`src/hw/rtl/deq_pkg.sv`:
```
// shared types and constants of the double-ended queue
`default_nettype none
package deq_pkg;

  localparam int OP_BITS      = 3;
  localparam int VALUE_BITS   = 32;
  localparam int STATUS_BITS  = 2;
  localparam int OCC_BITS     = 5;
  localparam int S_TDATA_BITS = 32;
  localparam int M_TDATA_BITS = 40;

  typedef enum logic [OP_BITS-1:0] {
    OP_INS_FRONT = 3'd0,
    OP_REM_FRONT = 3'd1,
    OP_INS_REAR  = 3'd2,
    OP_REM_REAR  = 3'd3,
    OP_CLEAR     = 3'd4
  } deq_op_t;

  typedef enum logic [STATUS_BITS-1:0] {
    ST_DONE  = 2'd0,
    ST_EMPTY = 2'd1,
    ST_FULL  = 2'd2
  } deq_status_t;

  typedef enum logic {
    S_IDLE,
    S_SEND
  } deq_state_t;

  // controller to datapath
  typedef struct packed {
    logic exec;
  } deq_cmd_t;

endpackage
`default_nettype wire

```
`src/hw/rtl/double_ended_queue_top.sv`:
```
// top level of the bounded double-ended queue
`default_nettype none
// Bounded double-ended queue of DEPTH items of ITEM_BITS bits in a circular
// buffer. Each input word carries an operation in s_tuser (insert front,
// remove front, insert rear, remove rear, clear) and the value to insert in
// s_tdata; each word returns one result word with the removed value (zero
// unless a removal succeeded), a status (done, empty on remove, full on
// insert) and the occupancy after the operation, cut to its low 5 bits.
// The result is offered in the cycle after its word is accepted: the
// accepting edge does the pointer update and the single-port slot memory
// access with its registered read, and the result register then drives
// m_tdata. A new word is taken in the cycle after the result is accepted,
// so no new word is taken while a result waits. Slots are not cleared at
// reset.
module double_ended_queue_top #(
  parameter int DEPTH     = 16,
  parameter int ITEM_BITS = 32
) (
  input  wire logic                                clk,
  input  wire logic                                rst,
  input  wire logic                                s_tvalid,
  output logic                                     s_tready,
  // value_in [31:0]
  input  wire logic [deq_pkg::S_TDATA_BITS-1:0]    s_tdata,
  // operation [2:0]
  input  wire logic [deq_pkg::OP_BITS-1:0]         s_tuser,
  output logic                                     m_tvalid,
  input  wire logic                                m_tready,
  // value_out [31:0], status [33:32], occupancy [38:34], zero [39]
  output logic      [deq_pkg::M_TDATA_BITS-1:0]    m_tdata
);
  import deq_pkg::*;

  deq_cmd_t                cmd;
  logic [VALUE_BITS-1:0]   value_out;
  logic [STATUS_BITS-1:0]  status;
  logic [OCC_BITS-1:0]     occupancy;

  deq_ctrl u_ctrl (
    .clk      (clk),
    .rst      (rst),
    .s_tvalid (s_tvalid),
    .s_tready (s_tready),
    .m_tvalid (m_tvalid),
    .m_tready (m_tready),
    .cmd      (cmd)
  );

  deq_datapath #(
    .DEPTH     (DEPTH),
    .ITEM_BITS (ITEM_BITS)
  ) u_datapath (
    .clk       (clk),
    .rst       (rst),
    .cmd       (cmd),
    .operation (s_tuser),
    .value_in  (s_tdata),
    .value_out (value_out),
    .status    (status),
    .occupancy (occupancy)
  );

  assign m_tdata = {1'b0, occupancy, status, value_out};

endmodule
`default_nettype wire

```
`src/hw/rtl/deq_ctrl.sv`:
```
// handshake controller: take one word, then hold its result until taken
`default_nettype none
module deq_ctrl (
  input  wire logic              clk,
  input  wire logic              rst,
  input  wire logic              s_tvalid,
  output logic                   s_tready,
  output logic                   m_tvalid,
  input  wire logic              m_tready,
  output deq_pkg::deq_cmd_t      cmd
);
  import deq_pkg::*;

  deq_state_t state;
  deq_state_t state_next;

  always_ff @(posedge clk) begin
    if (rst) begin
      state <= S_IDLE;
    end else begin
      state <= state_next;
    end
  end

  always_comb begin
    state_next = state;
    unique case (state)
      S_IDLE: begin
        if (s_tvalid) state_next = S_SEND;
      end
      S_SEND: begin
        if (m_tready) state_next = S_IDLE;
      end
      default: state_next = S_IDLE;
    endcase
  end

  always_comb begin
    s_tready = (state == S_IDLE);
    m_tvalid = (state == S_SEND);
    cmd.exec = s_tvalid && (state == S_IDLE);
  end

endmodule
`default_nettype wire

```
`src/hw/rtl/deq_datapath.sv`:
```
// front pointer, item count, slot memory and result register
`default_nettype none
module deq_datapath #(
  parameter int DEPTH     = 16,
  parameter int ITEM_BITS = 32
) (
  input  wire logic                                clk,
  input  wire logic                                rst,
  input  wire deq_pkg::deq_cmd_t                   cmd,
  input  wire logic [deq_pkg::OP_BITS-1:0]         operation,
  input  wire logic [deq_pkg::VALUE_BITS-1:0]      value_in,
  output logic      [deq_pkg::VALUE_BITS-1:0]      value_out,
  output logic      [deq_pkg::STATUS_BITS-1:0]     status,
  output logic      [deq_pkg::OCC_BITS-1:0]        occupancy
);
  import deq_pkg::*;

  localparam int PTR_W = $clog2(DEPTH);
  localparam int CNT_W = $clog2(DEPTH + 1);
  localparam int SUM_W = CNT_W + 1;

  logic [ITEM_BITS-1:0] mem [DEPTH];

  logic [PTR_W-1:0]     front;
  logic [PTR_W-1:0]     front_next;
  logic [CNT_W-1:0]     count;
  logic [CNT_W-1:0]     count_next;

  logic [ITEM_BITS-1:0] rd_data;
  logic                 got;
  logic                 got_next;
  deq_status_t          status_q;
  deq_status_t          status_next;
  logic [OCC_BITS-1:0]  occ_q;

  logic                 wr_en;
  logic [PTR_W-1:0]     addr;
  logic [ITEM_BITS-1:0] wdata;

  logic [SUM_W-1:0]     rear_sum;
  logic [SUM_W-1:0]     last_sum;
  logic [PTR_W-1:0]     rear_slot;
  logic [PTR_W-1:0]     last_slot;
  logic [PTR_W-1:0]     prev_front;
  logic [PTR_W-1:0]     succ_front;
  logic                 full;
  logic                 empty;
  logic signed [63:0]   in_ext;
  logic signed [63:0]   out_ext;
  deq_op_t              op;

  always_comb begin
    full       = (count == CNT_W'(DEPTH));
    empty      = (count == '0);
    // slot after the last item, and the last item itself, wrapping once
    rear_sum   = SUM_W'(front) + SUM_W'(count);
    last_sum   = rear_sum - SUM_W'(1);
    rear_slot  = (rear_sum >= SUM_W'(DEPTH)) ? PTR_W'(rear_sum - SUM_W'(DEPTH))
                                             : PTR_W'(rear_sum);
    last_slot  = (last_sum >= SUM_W'(DEPTH)) ? PTR_W'(last_sum - SUM_W'(DEPTH))
                                             : PTR_W'(last_sum);
    prev_front = (front == '0) ? PTR_W'(DEPTH - 1) : front - PTR_W'(1);
    succ_front = (front == PTR_W'(DEPTH - 1)) ? '0 : front + PTR_W'(1);
    in_ext     = 64'(signed'(value_in));
    wdata      = in_ext[ITEM_BITS-1:0];
    op         = deq_op_t'(operation);
  end

  always_comb begin
    front_next  = front;
    count_next  = count;
    wr_en       = 1'b0;
    addr        = front;
    got_next    = 1'b0;
    status_next = ST_DONE;
    unique case (op)
      OP_INS_FRONT: begin
        if (full) begin
          status_next = ST_FULL;
        end else begin
          front_next = prev_front;
          addr       = prev_front;
          wr_en      = 1'b1;
          count_next = count + CNT_W'(1);
        end
      end
      OP_REM_FRONT: begin
        if (empty) begin
          status_next = ST_EMPTY;
        end else begin
          addr       = front;
          got_next   = 1'b1;
          front_next = succ_front;
          count_next = count - CNT_W'(1);
        end
      end
      OP_INS_REAR: begin
        if (full) begin
          status_next = ST_FULL;
        end else begin
          addr       = rear_slot;
          wr_en      = 1'b1;
          count_next = count + CNT_W'(1);
        end
      end
      OP_REM_REAR: begin
        if (empty) begin
          status_next = ST_EMPTY;
        end else begin
          addr       = last_slot;
          got_next   = 1'b1;
          count_next = count - CNT_W'(1);
        end
      end
      OP_CLEAR: begin
        front_next = '0;
        count_next = '0;
      end
      default: begin
      end
    endcase
  end

  always_ff @(posedge clk) begin
    if (rst) begin
      front <= '0;
      count <= '0;
    end else if (cmd.exec) begin
      front <= front_next;
      count <= count_next;
    end
  end

  always_ff @(posedge clk) begin
    if (cmd.exec) begin
      if (wr_en) mem[addr] <= wdata;
      rd_data  <= mem[addr];
      got      <= got_next;
      status_q <= status_next;
      occ_q    <= OCC_BITS'(count_next);
    end
  end

  always_comb begin
    out_ext   = 64'(signed'(rd_data));
    value_out = got ? out_ext[VALUE_BITS-1:0] : '0;
    status    = status_q;
    occupancy = occ_q;
  end

endmodule
`default_nettype wire

```
`config.mk`:
```
export PLATFORM = sky130hd
export DESIGN_NAME = double_ended_queue_top
export DESIGN_NICKNAME = d
export VERILOG_FILES = /design/src/hw/rtl/deq_pkg.sv /design/src/hw/rtl/double_ended_queue_top.sv /design/src/hw/rtl/deq_ctrl.sv /design/src/hw/rtl/deq_datapath.sv
export SDC_FILE = /design/constraint.sdc
export NUM_CORES = 1
export LEC_CHECK = 0
export ABC_CLOCK_PERIOD_IN_PS = 13450
export BUFFER_PORTS_ARGS = -buffer_cell sky130_fd_sc_hd__clkbuf_2
export CAP_MARGIN = 20
export CELL_PAD_IN_SITES_DETAIL_PLACEMENT = 1
export CELL_PAD_IN_SITES_GLOBAL_PLACEMENT = 1
export CORE_ASPECT_RATIO = 1.5
export CORE_UTILIZATION = 45
export CTS_CLUSTER_SIZE = 20
export DETAILED_ROUTE_END_ITERATION = 16
export PLACE_DENSITY_LB_ADDON = 0.1
export SYNTH_ARGS = -nofsm -noshare
export SYNTH_HDL_FRONTEND = slang
export SYNTH_HIERARCHICAL = 1
export SYNTH_SLANG_ARGS = --single-unit
```
`constraint.sdc`:
```
create_clock -name clk -period 13.45 [get_ports clk]
set_input_delay 4.035 -clock clk [delete_from_list [all_inputs] [get_ports clk]]
set_output_delay 4.035 -clock clk [all_outputs]
set_load 0.05 [all_outputs]
```
# --- After elaboration in Yosys (flattened, before gate mapping) ---
# Memories as Yosys holds them, arrays and structs flattened. A register that Yosys moved wholly into a read port is not among the register bits.
# Index checks and enable logic that the tools add are counted.
totals:
  regBits: 18
  input_bits: 39
  n_memories: 1
  ram_bits: 512
  mem_bits_ro: 0
  wordCells: 59
  latch_bits: 0
memory_table:
  columns: ["name", "depth", "width", "rd", "rd_clocked_by_memory_dff", "wr", "line", "text"]
  rows:
  - ["u_datapath.mem", 16, 32, 1, 1, 1, "deq_datapath.sv:22", "logic [ITEM_BITS-1:0] mem [DEPTH];"]
classes:
  eq_ne: 7
  div_mod_pow: 0
  n_lt_le_gt_ge: 2
  mux: 26
  n_mul: 0
  reduce_logical: 8
  shifts: 0
  n_addsub: 8
  bitwise_logic: 1
ops:
  columns: ["operator", "n"]
  rows:
  - ["two-way mux 32 bit", 1]
  - ["two-way mux 4 bit", 8]
  - ["one-hot mux 4 bit (3 select lines)", 2]
  - ["one-hot mux 5 bit (3 select lines)", 1]
  - [">= comparator 6 x 5 -> 1 bit, second input constant", 2]
  - ["subtractor 4 x 1 -> 4 bit, second input constant", 3]
  - ["two-way mux 5 bit", 2]
  - ["two-way mux 1 bit", 9]
  - ["adder 4 x 5 -> 6 bit", 1]
  - ["equality test 3 x 2 -> 1 bit, second input constant", 2]
  - ["subtractor 6 x 1 -> 6 bit, second input constant", 1]
  - ["adder 5 x 1 -> 5 bit, second input constant", 1]
  - ["equality test 5 bit, second input constant", 1]
  - ["zero test 5 bit", 1]
  - ["subtractor 5 x 1 -> 5 bit, second input constant", 1]
  - ["adder 4 x 1 -> 4 bit, second input constant", 1]
  - ["equality test 4 bit, second input constant", 1]
  - ["zero test 4 bit", 1]
  - ["one-hot mux 2 bit (2 select lines)", 1]
  - ["OR reduction 2 bit", 2]
  - ["equality test 3 x 1 -> 1 bit, second input constant", 1]
  - ["equality test 3 bit, second input constant", 1]
  - ["zero test 3 bit", 1]
  - ["AND reduction 3 bit", 1]
  - ["other kinds (6)", 6]

# --- Depth between registers and ports, before layout ---
depth:
  depth_word: 6
  ltp_mapped: 13
  depth_no_buf: 10

# --- Hierarchy ---
# Netlist, hierarchy kept.
modules_own_cells:
  columns: ["mod", "area_per_inst_um2", "instances", "seq_area_each_um2", "cells_per_inst"]
  rows:
  - ["deq_datapath", 23537.6, 1, 16756.1, 1327]
  - ["deq_ctrl", 46.3, 1, 20.0, 5]
  - ["double_ended_queue_top", 11.3, 1, 0.0, 2]

# --- Worst setup path before layout ---
# No wires, ideal clock.
synth_path:
  path_kind: "input to register"
  from: "input port s_tvalid"
  to: "memory u_datapath.mem[12][0], enable pin"
  t_arrival_ps: 9015
  cell_stages: 4
  setup_slack_ps: 3967
  cell_sequence: "nor2b_1 > clkbuf_1 > nand4_1 > nor3b_1"
synth_between:
  elab_chain_len: 3
synth_lines:
  columns: ["item", "line", "text"]
  rows:
  - ["start: declaration", "double_ended_queue_top.sv:21", "input wire logic s_tvalid,"]
  - ["logical AND 1 bit", "deq_ctrl.sv:41", "cmd.exec = s_tvalid && (state == S_IDLE);"]
  - ["two-way mux 1 bit", "deq_datapath.sv:135", "if (cmd.exec) begin"]
  - ["two-way mux 1 bit (not written as such)", "deq_datapath.sv:136", "if (wr_en) mem[addr] <= wdata;"]
  - ["end: declaration", "deq_datapath.sv:22", null]
# Every way passes these cells.

# --- Worst setup path in the final report ---
layout_path:
  from: "input port s_tuser[0] (netlist bit)"
  to: "register u_datapath.rd_data[27] (read register of u_datapath.mem), data pin"
layout_between:
  elab_chain_len: 2
  word_cells_on_any_way: 4
  classes_between: "eq/ne (2); mux (1); reduce/logical (1)"
layout_lines:
  columns: ["item", "line", "text"]
  rows:
  - ["start: declaration", "double_ended_queue_top.sv:26", "input wire logic [deq_pkg::OP_BITS-1:0] s_tuser,"]
  - ["equality test 3 x 2 -> 1 bit or zero test 3 bit (tied branches)", "deq_datapath.sv:76", "unique case (op)"]
  - ["one-hot mux 4 bit (3 select lines) (*)", "deq_datapath.sv:76", null]
  - ["end: declaration", "deq_datapath.sv:29", "logic [ITEM_BITS-1:0] rd_data;"]
# Mark *: on every way between the ends. The rest lies on a longest branch, timed or not.
# A chain may end at the register's enable or synchronous reset.

==> impl_metrics.csv <==
group,metric,value,unit
setup_path,max_stage_delay,910,ps
min_path,min_from,"u_datapath/count[4]",
timing,slew_headroom,29.8,%
timing,tns,0,ps
clocking,htree_levels,2,
timing,setup_viol,0,
pwr,pwr_density_cell,148,mW/mm^2
timing,drv_slew,0,
detailed_routing,first_pass_iters,4,
clocking,clk_pin_slew,60,ps
pwr,switching_power,0.942,mW
timing,fin_crit,8010,ps
timing,timing.final.crit_share,59.6,%
floorplanning,core,0.0517,sq mm
floorplanning,die_height,282,microns
detailed_routing,wire_per_inst,25.4,microns
run,maxCapViolCount,0,
global_routing,grt_pass1_vias,12600,
place,gp_congestion,0.727,
yosys,ys_seq_area_share,71.1,%
timing,worst_pin_slew,1050,ps
timing,hold_violations,0,
place,pre_cts_ws,4810,ps
yosys,syn-cell-area,0.0236,sq mm
yosys,postSynthCellCount,1334,
setup_path,crit_slowest_cell,"buf_4",
pwr,p_comb_share,12.0,%
yosys,syn_avg_cell_area,17.7,sq um
detailed_routing,vias,11800,
yosys,synth_edf_count,552,
timing,finClkSkew,22.0,ps
setup_path,path_max_fanout,59,
setup_path,rrSetupSlack,8060,ps
setup_path,crit_end,"u_datapath/rd_data[27]",
setup_path,cp-end-kind,"flip-flop",
floorplanning,dieArea,0.0534,sq mm
clocking,clk_latency,580,ps
clocking,postCtsResizedCells,0,
layout,final_core_util,51.0,%
pwr,power_frac_seq,50.6,%
setup_path,r2r_cells,12,
detailed_routing,drcViolationCount,0,
pwr,internal_power,2.96,mW
detailed_routing,vias_per_cell,5.47,
yosys,async_flop_share,0,%
layout,stdcell_area,0.0264,sq mm
setup_path,startpoint_type,"primary input",
clocking,clockBufferDepth,3,
clocking,cts_hold_buf,0,
clocking,cts.sink_count,562,
setup_path,cp.arrival,8300,ps
clocking,cts_tree,"yes",
detailed_routing,first_iter_violations,575,
setup_path,r2r-end,"u_datapath/rd_data[27]",
yosys,yosys.area.top_type,"edfxtp_1",
pwr,p_sw_share,24.1,%
floorplanning,rows,102,
yosys,syn-num-nets,1384,
setup_path,critPathRequiredTime,13740,ps
yosys,synth_common_cells,"edfxtp_1, mux2i_1, buf_6",
layout,layout-drive-gt1-share,15.3,%
pwr,max-vdd-ir-drop,0.119,mV
place,dp_hpwl,31.3,mm
layout,layout-area-overhead-vs-synth,11.7,%
floorplanning,ioPinCount,81,
place,portBuffers,79,
setup_path,r2r-start,"u_datapath/front[0]",
min_path,min-delay-path-class,"reg -> reg",
yosys,synth_most_common_cell,"edfxtp_1",
yosys,synth_top_area_share,70.3,%
timing,fmax,125,MHz
clocking,cts_setup_buffers,0,
global_routing,grt_pass1_wl,80.1,mm
pwr,pwr-share-clk,37.5,%
global_routing,grt_max_degree,67,
yosys,synth_cell_type_count,58,
status,status,"complete, no violations",
global_routing,antenna_found_initial,1,
yosys,ys.flop_type,"edfxtp_1",
place,place_area,0.0246,sq mm
timing,fin_ws,5440,ps
detailed_routing,drt_wl_total,54.6,mm
clocking,cts_made_buffers,53,
clocking,cts-root-buf,"clkbuf_16",
global_routing,grt_remaining_overflow,0,
setup_path,cpMostUsedCell,"mux2i_1",
layout,nets,1483,
setup_path,crit_type,"in -> reg",
yosys,synth_area_leaders,"edfxtp_1, mux2i_1, buf_6, and2_1, dfxtp_1",
global_routing,grtUsageTotal,20.7,%
timing,rsz0062_at_grt,"no",
yosys,ys_warn_count,6,
pwr,p_leak,9.57,nW
floorplanning,start_util,45.6,%
setup_path,crit_start,"s_tuser[0]",
timing,hold_slack,660,ps
setup_path,crit_chain,"clkbuf_2 > or2_1 > o221ai_1 > and3_4 > buf_4 > buf_4 > mux2i_1 > mux2i_1 > mux2i_1 > mux2i_1",
floorplanning,die_x,189,microns
yosys,ys_seq_elements,562,
detailed_routing,ant_nets,0,
==> metrics by stage <==
stage / power (mW) / instances
final: 3.90 / 2151
after global routing: 4.03 / 2150
after global placement: 2.48 / 2052
after CTS: 3.95 / 2149
after floorplan: 2.37 / 1334
after detailed placement: 2.48 / 2053
==> layout by cell type, fill, tap and decap left out, types with 6 or more instances in the layout <==
master,instances
ha_1,10
clkbuf_16,55
and2_1,32
mux2i_1,486
edfxtp_1,552
nand2_1,14
nor3b_2,8
inv_1,11
clkinv_2,10
clkinv_1,12
o21ai_0,19
nor3_2,8
nor2_1,20
buf_4,42
clkbuf_2,79
nand3_1,8
a21oi_1,10
clkinvlp_4,7
clkbuf_1,6
dfxtp_1,10
==> area by class of cell <==
class	instances	area [sq um]
fillers	4800	25300
flip-flops and latches	562	16800
multi-input cells	683	6270
clock buffers	61	1400
well taps	676	846
repair buffers	122	738
clock inverters	35	293
inverters	11	41.3
diodes	1	2.50
==> worst max-delay path: cells and delay by family <==
family,cells,cell delay [ps]
buffers and inverters,3,1950
muxes,4,690
and+or+nand+nor,2,1220
AOI/OAI and AO/OA,1,270
==> cell families after synthesis <==
family                     Yosys count  share of synthesized area, %
DFF                                562                          71.1
muxes                              486                          20.6
and+or+nand+nor                    119                          2.88
buffers and inverters               89                          2.82
AOI/OAI and AO/OA                   62                          1.74
adders and majority gates           11                         0.615
xor gates and xnor gates             4                         0.207
other                                1                        0.0159
==> flip-flops by register name (all words and copies together), names as in the netlist <==
| register | cells |
|---|---|
| u_ctrl/m_tvalid | 1 |
| u_datapath/count | 5 |
| u_datapath/front | 4 |
| u_datapath/got | 1 |
| u_datapath/mem | 512 |
| u_datapath/occupancy | 5 |
| u_datapath/rd_data | 32 |
| u_datapath/status | 2 |
==> worst min path at each step <==
stage / endpoint / depth (start not counted) / slack (ps)
after global placement: u_datapath/count[4] / 2 / 620
final: u_datapath/count[4] / 2 / 660
after floorplan: u_datapath/front[2] / 2 / 550
after global routing: u_datapath/count[4] / 2 / 710
after detailed placement: u_datapath/count[4] / 2 / 630
after CTS: u_datapath/front[3] / 2 / 650
==> power groups by stage <==
stage	Combinational (mW)	Clock (mW)	Sequential, mW
4_1_cts	0.474	1.50	1.97
3_5_place_dp	0.473	0	2.01
5_1_grt	0.502	1.55	1.98
3_3_place_gp	0.466	0	2.01
2_1_floorplan	0.359	0	2.01
6_report	0.467	1.46	1.97
==> metal layers <==
| metal | vias to the layer above | track usage, % | part of all wire [%] |
|---|---|---|---|
| met5 | - | 0 | 0 |
| met4 | 0 | 7.34 | 3.1 |
| met3 | 96 | 2.10 | 2.9 |
| met2 | 197 | 38.1 | 53 |
| met1 | 6062 | 25.1 | 41 |
| li1 | 5407 | - | - |
No activity file was read; power rests on OpenSTA's default activity.
